`config.mk`:
```
export PLATFORM = sky130hd
export DESIGN_NAME = bcd_sensor_frame_deframer_flat
export DESIGN_NICKNAME = d
export VERILOG_FILES = /design/src/bsfd_pkg.sv /design/src/bsfd_if.sv /design/src/bsfd_framer.sv /design/src/bsfd_decoder.sv /design/src/bcd_sensor_frame_deframer.sv /design/src/flat_wrapper.sv
export SDC_FILE = /design/constraint.sdc
export NUM_CORES = 1
export LEC_CHECK = 0
export BUFFER_PORTS_ARGS = -buffer_cell sky130_fd_sc_hd__clkbuf_2
export CAP_MARGIN = 20
export CORE_UTILIZATION = 45
export CTS_BUF_LIST = sky130_fd_sc_hd__clkbuf_4
export CTS_CLUSTER_SIZE = 25
export DETAILED_ROUTE_END_ITERATION = 10
export GPL_ROUTABILITY_DRIVEN = 0
export HOLD_SLACK_MARGIN = 0.12
export SYNTH_ARGS = -nofsm -noshare
export SYNTH_HDL_FRONTEND = slang
export SYNTH_HIERARCHICAL = 1
export SYNTH_SLANG_ARGS = --single-unit
```
`constraint.sdc`:
```
create_clock -name clk -period 10.88 [get_ports clk]
set_input_delay 2.176 -clock clk [delete_from_list [all_inputs] [get_ports clk]]
set_output_delay 2.176 -clock clk [all_outputs]
set_load 0.02 [all_outputs]
```
`src/bsfd_pkg.sv`:
```
// ----------------------------------------------------------------------------
// bsfd_pkg
// Shared types, constants and the BCD field decode function for the deframer.
// ----------------------------------------------------------------------------
package bsfd_pkg;

  localparam int FRAME_BYTES = 29;
  localparam int FIELD_COUNT = 9;
  localparam int FIELD_BYTES = 3;
  localparam int DATA_BYTES  = FIELD_COUNT * FIELD_BYTES;
  localparam int LAST_POS    = FRAME_BYTES - 1;
  localparam int POS_W       = $clog2(FRAME_BYTES);
  localparam int VAL_W       = 19;

  localparam logic [7:0] HEADER_BYTE = 8'h84;

  localparam logic [VAL_W-1:0] WEIGHT_10000 = VAL_W'(10000);
  localparam logic [VAL_W-1:0] WEIGHT_1000  = VAL_W'(1000);
  localparam logic [VAL_W-1:0] WEIGHT_100   = VAL_W'(100);
  localparam logic [VAL_W-1:0] WEIGHT_10    = VAL_W'(10);

  typedef logic [7:0]                   rx_byte_t;
  typedef logic [POS_W-1:0]             pos_t;
  typedef logic signed [VAL_W-1:0]      val_t;
  typedef logic [DATA_BYTES-1:0][7:0]   frame_t;

  typedef struct packed {
    logic load;
    pos_t pos;
  } fr_ctl_t;

  function automatic val_t decode_field(input rx_byte_t b0, input rx_byte_t b1,
                                        input rx_byte_t b2);
    logic [VAL_W-1:0] mag;
    logic [VAL_W-1:0] res;
    mag = VAL_W'(b0[3:0]) * WEIGHT_10000
        + VAL_W'(b1[7:4]) * WEIGHT_1000
        + VAL_W'(b1[3:0]) * WEIGHT_100
        + VAL_W'(b2[7:4]) * WEIGHT_10
        + VAL_W'(b2[3:0]);
    if (b0[7:4] != 4'd0) begin
      res = -mag;
    end else begin
      res = mag;
    end
    return val_t'(res);
  endfunction

endpackage

```
`src/bsfd_if.sv`:
```
// ----------------------------------------------------------------------------
// bsfd_in_if / bsfd_out_if
// Valid/ready channels for received bytes and decoded frame results.
// ----------------------------------------------------------------------------
interface bsfd_in_if;
  logic       valid;
  logic       ready;
  logic [7:0] rx_byte;

  modport source (output valid, output rx_byte, input ready);
  modport sink   (input valid, input rx_byte, output ready);
endinterface

interface bsfd_out_if;
  logic              valid;
  logic              ready;
  logic signed [18:0] roll_angle;
  logic signed [18:0] pitch_angle;
  logic signed [18:0] yaw_angle;
  logic signed [18:0] accel_x;
  logic signed [18:0] accel_y;
  logic signed [18:0] accel_z;
  logic signed [18:0] rate_x;
  logic signed [18:0] rate_y;
  logic signed [18:0] rate_z;

  modport source (output valid, output roll_angle, output pitch_angle, output yaw_angle,
                  output accel_x, output accel_y, output accel_z,
                  output rate_x, output rate_y, output rate_z, input ready);
  modport sink   (input valid, input roll_angle, input pitch_angle, input yaw_angle,
                  input accel_x, input accel_y, input accel_z,
                  input rate_x, input rate_y, input rate_z, output ready);
endinterface

```
`src/bsfd_framer.sv`:
```
// ----------------------------------------------------------------------------
// bsfd_framer
// Header hunt, byte position count and data byte shift register.
// ----------------------------------------------------------------------------
module bsfd_framer (
  input  logic                clk,
  input  logic                rst_n,
  bsfd_in_if.sink             in_bus,
  input  logic                busy,
  output bsfd_pkg::frame_t    store,
  output bsfd_pkg::fr_ctl_t   ctl
);
  import bsfd_pkg::*;

  pos_t   pos_r, pos_nxt;
  frame_t store_r;
  logic   xfer;
  logic   at_last;
  logic   shift_en;

  assign at_last      = (pos_r == pos_t'(LAST_POS));
  assign in_bus.ready = !at_last || !busy;
  assign xfer         = in_bus.valid && in_bus.ready;
  assign shift_en     = xfer && (pos_r != '0) && !at_last;

  always_comb begin
    pos_nxt = pos_r;
    if (xfer) begin
      if (pos_r == '0) begin
        if (in_bus.rx_byte == HEADER_BYTE) begin
          pos_nxt = pos_t'(1);
        end
      end else if (at_last) begin
        pos_nxt = '0;
      end else begin
        pos_nxt = pos_r + pos_t'(1);
      end
    end
  end

  always_ff @(posedge clk) begin
    if (!rst_n) begin
      pos_r <= '0;
    end else begin
      pos_r <= pos_nxt;
    end
  end

  // shift toward index 0 so the first data byte lands lowest
  always_ff @(posedge clk) begin
    if (shift_en) begin
      store_r <= {in_bus.rx_byte, store_r[DATA_BYTES-1:1]};
    end
  end

  assign store    = store_r;
  assign ctl.load = xfer && at_last;
  assign ctl.pos  = pos_r;

endmodule

```
`src/bsfd_decoder.sv`:
```
// ----------------------------------------------------------------------------
// bsfd_decoder
// Nine parallel BCD sign-magnitude decoders feeding the result register.
// ----------------------------------------------------------------------------
module bsfd_decoder (
  input  logic                clk,
  input  logic                rst_n,
  input  bsfd_pkg::frame_t    store,
  input  bsfd_pkg::fr_ctl_t   ctl,
  output logic                busy,
  bsfd_out_if.source          out_bus
);
  import bsfd_pkg::*;

  val_t vals [FIELD_COUNT];
  val_t res_r [FIELD_COUNT];
  logic out_valid_r;

  always_comb begin
    for (int k = 0; k < FIELD_COUNT; k++) begin
      vals[k] = decode_field(store[k*FIELD_BYTES], store[k*FIELD_BYTES+1],
                             store[k*FIELD_BYTES+2]);
    end
  end

  always_ff @(posedge clk) begin
    if (!rst_n) begin
      out_valid_r <= 1'b0;
    end else if (ctl.load) begin
      out_valid_r <= 1'b1;
    end else if (out_bus.ready) begin
      out_valid_r <= 1'b0;
    end
  end

  always_ff @(posedge clk) begin
    if (ctl.load) begin
      res_r <= vals;
    end
  end

  assign busy                = out_valid_r && !out_bus.ready;
  assign out_bus.valid       = out_valid_r;
  assign out_bus.roll_angle  = res_r[0];
  assign out_bus.pitch_angle = res_r[1];
  assign out_bus.yaw_angle   = res_r[2];
  assign out_bus.accel_x     = res_r[3];
  assign out_bus.accel_y     = res_r[4];
  assign out_bus.accel_z     = res_r[5];
  assign out_bus.rate_x      = res_r[6];
  assign out_bus.rate_y      = res_r[7];
  assign out_bus.rate_z      = res_r[8];

endmodule

```
`src/bcd_sensor_frame_deframer.sv`:
```
// ----------------------------------------------------------------------------
// bcd_sensor_frame_deframer
// The result is valid in the cycle after the transfer of a frame's last byte.
// Throughput: one byte per cycle; the last byte of a frame waits only while the
// previous result is still held in the result register.
// Reset clears the byte position and the result valid flag; the byte store is not reset.
// ----------------------------------------------------------------------------
module bcd_sensor_frame_deframer (
  input  logic        clk,
  input  logic        rst_n,
  bsfd_in_if.sink     in_bus,
  bsfd_out_if.source  out_bus
);
  import bsfd_pkg::*;

  frame_t  store;
  fr_ctl_t ctl;
  logic    busy;

  bsfd_framer u_framer (
    .clk    (clk),
    .rst_n  (rst_n),
    .in_bus (in_bus),
    .busy   (busy),
    .store  (store),
    .ctl    (ctl)
  );

  bsfd_decoder u_decoder (
    .clk     (clk),
    .rst_n   (rst_n),
    .store   (store),
    .ctl     (ctl),
    .busy    (busy),
    .out_bus (out_bus)
  );

`ifndef ASSERT_OFF
  a_load_free: assert property (@(posedge clk) disable iff (!rst_n)
    ctl.load |-> !busy)
    else $error("frame completed while result register still held");

  a_load_valid: assert property (@(posedge clk) disable iff (!rst_n)
    ctl.load |=> out_bus.valid)
    else $error("result not presented after frame completion");

  a_pos_range: assert property (@(posedge clk) disable iff (!rst_n)
    ctl.pos <= pos_t'(LAST_POS))
    else $error("byte position beyond frame length");

  a_stall_last: assert property (@(posedge clk) disable iff (!rst_n)
    !in_bus.ready |-> (ctl.pos == pos_t'(LAST_POS)))
    else $error("input stalled away from the last frame byte");
`endif

endmodule

```
`src/flat_wrapper.sv`:
```
// flat-port wrapper written by rule: the top's interface ports become plain ports
module bcd_sensor_frame_deframer_flat import bsfd_pkg::*;
  (clk, rst_n, in_bus_valid, in_bus_rx_byte, in_bus_ready, out_bus_valid, out_bus_roll_angle, out_bus_pitch_angle, out_bus_yaw_angle, out_bus_accel_x, out_bus_accel_y, out_bus_accel_z, out_bus_rate_x, out_bus_rate_y, out_bus_rate_z, out_bus_ready);
  bsfd_in_if in_bus_i ();
  bsfd_out_if out_bus_i ();
  input  logic clk;
  input  logic rst_n;
  input wire logic [$bits(in_bus_i.valid)-1:0] in_bus_valid;
  input wire logic [$bits(in_bus_i.rx_byte)-1:0] in_bus_rx_byte;
  output wire logic [$bits(in_bus_i.ready)-1:0] in_bus_ready;
  output wire logic [$bits(out_bus_i.valid)-1:0] out_bus_valid;
  output wire logic [$bits(out_bus_i.roll_angle)-1:0] out_bus_roll_angle;
  output wire logic [$bits(out_bus_i.pitch_angle)-1:0] out_bus_pitch_angle;
  output wire logic [$bits(out_bus_i.yaw_angle)-1:0] out_bus_yaw_angle;
  output wire logic [$bits(out_bus_i.accel_x)-1:0] out_bus_accel_x;
  output wire logic [$bits(out_bus_i.accel_y)-1:0] out_bus_accel_y;
  output wire logic [$bits(out_bus_i.accel_z)-1:0] out_bus_accel_z;
  output wire logic [$bits(out_bus_i.rate_x)-1:0] out_bus_rate_x;
  output wire logic [$bits(out_bus_i.rate_y)-1:0] out_bus_rate_y;
  output wire logic [$bits(out_bus_i.rate_z)-1:0] out_bus_rate_z;
  input wire logic [$bits(out_bus_i.ready)-1:0] out_bus_ready;
  assign in_bus_i.valid = in_bus_valid;
  assign in_bus_i.rx_byte = in_bus_rx_byte;
  assign in_bus_ready = in_bus_i.ready;
  assign out_bus_valid = out_bus_i.valid;
  assign out_bus_roll_angle = out_bus_i.roll_angle;
  assign out_bus_pitch_angle = out_bus_i.pitch_angle;
  assign out_bus_yaw_angle = out_bus_i.yaw_angle;
  assign out_bus_accel_x = out_bus_i.accel_x;
  assign out_bus_accel_y = out_bus_i.accel_y;
  assign out_bus_accel_z = out_bus_i.accel_z;
  assign out_bus_rate_x = out_bus_i.rate_x;
  assign out_bus_rate_y = out_bus_i.rate_y;
  assign out_bus_rate_z = out_bus_i.rate_z;
  assign out_bus_i.ready = out_bus_ready;
  bcd_sensor_frame_deframer u_core (.clk(clk), .rst_n(rst_n), .in_bus(in_bus_i), .out_bus(out_bus_i));
endmodule
```
==> impl_metrics.csv <==
group,metric,value,unit
timing,fmax,0.158,GHz
pwr,leakage,18.2,nW
synthesis,ys_ff_latch,393,
pwr,swShare,24.2,%
finish,final_nets,4537,
timing,grt_setup_unrepaired,"false",
synthesis,yosys-top-cells-area,"edfxtp_1, ha_1, fa_1",
finish,drive_gt1_share,11.5,%
cts,clk_path_buf_depth,3,
timing,skew,68.8,ps
pwr,ir_worst_vdd,0.0000691,V
cts,ctsHtreeMaxLevel,3,
floorplan,io-pin-count,185,
floorplan,die_x,289,um
setup_path,end_kind,"flip-flop",
timing,hold_viol,0,
pwr,total_power,3.19,mW
timing,final.min_clock_period,6330,ps
floorplan,core,80900,sq um
drt,first_pass_iters,7,
grt,grt_pass1_vias,25400,
setup_path,crit_type,"flip-flop to flip-flop",
timing,setup-violations-final,0,
floorplan,row_count,104,
grt,antenna_found_initial,2,
pwr,p_int,2.41,mW
grt,grt_pass1_wl,125000,um
cts,root_buffer,"clkbuf_4",
drt,ant_nets,0,
timing,fin_tns_setup,0,ps
pwr,power.density,78.3,nW/um^2
synthesis,syn_avg_cell_area,10.9,sq um
synthesis,ys_types,87,
synthesis,ys_seq_area_share,31.7,%
timing,slew_viol_final,0,
drt,num_vias,25000,
drt,wire_per_inst,15.7,um
synthesis,synthArstFlopShare,0,%
setup_path,path_max_fanout,9,
setup_path,required,11600,ps
synthesis,ys_warn_count,6,
pwr,pwr-share-seq,51.8,%
grt,grt_max_degree,76,
cts,clk_pin_slew,60,ps
synthesis,synth_edf_count,387,
cts,cts_setup_buffers,0,
finish,area_growth,9.83,%
place,io_buffers,184,
cts,cts_made_buffers,109,
run,cap_violations,0,
synthesis,synth_top_area_share,31.4,%
hold_path,min_path_type,"flip-flop to flip-flop",
finish,fillers,7482,
drt,avgViaCountPerCell,5.20,
synthesis,syn-num-nets,4258,
synthesis,syn_inst,3385,
drt,dr.first_iter.drc_count,955,
grt,grt-ovfl-total,0,
timing,fin_crit_sh,58.2,%
cts,clkLatencyLatePin,900,ps
floorplan,start_util,45.8,%
outcome,outcome,"finished clean",
setup_path,cp.arrival,7040,ps
cts,cts_resized,0,
synthesis,yosys.area.top_type,"edfxtp_1",
floorplan,die_area,83500,sq um
cts,cts_sinks,393,
timing,worst_pin_slew,1070,ps
finish,regArea,11700,sq um
drt,wirelength,75600,um
pwr,switching_power,0.772,mW
setup_path,worst_setup_path_start_kind,"flip-flop",
grt,grt_usage,18.6,%
floorplan,die_h,289,um
cts,cts_hold_buf,0,
cts,cts_tree,"yes",
synthesis,ys.flop_type,"edfxtp_1",
place,hpwl,60500,um
timing,slew_headroom,28.4,%
drt,drc_errors,0,
synthesis,syn_area,37000,sq um
finish,multi_input_area,23500,sq um
finish,largest_register_ffs,216,
pwr,power_frac_clock,41.1,%
synthesis,synthMostInstantiatedCell,"ha_1",
pwr,combPwrFrac,7.0,%
synthesis,synth_common_cells,"ha_1, inv_1, edfxtp_1",
worst paths after layout:
kind                                                  from                                  endpoint  slack (ps)  cells past startpoint
worst max-delay path             u_core/u_framer/store[37]  u_core/u_decoder/out_bus.pitch_angle[18]        4550                     21
worst min-delay path            u_core/u_framer/store[113]                u_core/u_framer/store[105]         430                      0
worst min register to register  u_core/u_framer/store[113]                u_core/u_framer/store[105]         430                      0
worst max register to register   u_core/u_framer/store[37]  u_core/u_decoder/out_bus.pitch_angle[18]        4550                     21
layout make-up:
cell class / instances / share of cell area [%]
sequential: 393 / 28.9
timing repair buffer: 196 / 2.49
inverter: 461 / 4.25
multi-input combinational: 2503 / 57.8
antenna: 4 / 0.0246
tap: 1060 / 3.26
clock inverter: 38 / 0.489
clock buffer: 152 / 2.81
kinds of logic after synthesis:
group	after synthesis	share of synthesized area, %
buffers and inverters	489	4.96
and+or+nand+nor	616	8.83
DFF	393	31.7
xor gates and xnor gates	359	8.51
adders and majority gates	861	34.0
AOI/OAI and AO/OA	662	11.9
muxes	5	0.135
stage by stage:
step                      worst slack (ps)  instance area [sq um]  hold WS [ps]  std cells  utilization (%)
after floorplan                       3140                  37000           426       3385                -
after global placement                4730                  39300           434       4613             48.6
after detailed placement              4580                  39300           442       4613             48.6
after CTS                             4530                  40700           430       4803             50.2
after global routing                  4030                  40700           445       4806             50.3
final                                 4550                  40700           435       4807             50.3
routing by layer:
layer	wire length [um]	track usage, %
met5	0	0
met4	1290	4.92
met3	2190	2.99
met2	38200	33.0
met1	33900	23.3
power groups by stage:
| stage | Sequential, mW | Clock, mW | Combinational (mW) |
|---|---|---|---|
| after floorplan | 1.68 | 0 | 0.181 |
| after CTS | 1.65 | 1.38 | 0.225 |
| after detailed placement | 1.68 | 0 | 0.224 |
| final | 1.65 | 1.31 | 0.224 |
| after global routing | 1.65 | 1.46 | 0.254 |
| after global placement | 1.68 | 0 | 0.222 |
critical path, stage by stage (launching register included):
cell and delay (ps):
edfxtp_1 520, fa_1 680, inv_1 90, fa_1 510
inv_1 50, ha_1 330, a21oi_1 230, o21bai_1 90
a21oi_1 200, o21ai_0 100, a21oi_1 190, xnor2_1 140
ha_1 250, ha_1 290, ha_1 400, nand2b_1 140
nor3_1 50, a2111oi_0 380, o311ai_1 240, or4b_1 600
or4b_1 520, a21oi_1 150
layout by cell type (no fill, tap or decap), types with 26 or more instances in the layout:
master    count
o21ai_0     120
a21oi_1     169
o21bai_1     32
a21o_1       89
xor2_1      124
edfxtp_1    387
inv_1       461
nor3_1       57
clkbuf_4    152
clkbuf_2    184
nand3_1      33
and2_1       26
ha_1        618
o31ai_1      29
o21a_1       30
nor2_1      138
nand2_1     114
xnor2_1     234
fa_1        243
nor2b_1      50
a31oi_1      27
No activity file was read; power rests on OpenSTA's default activity.
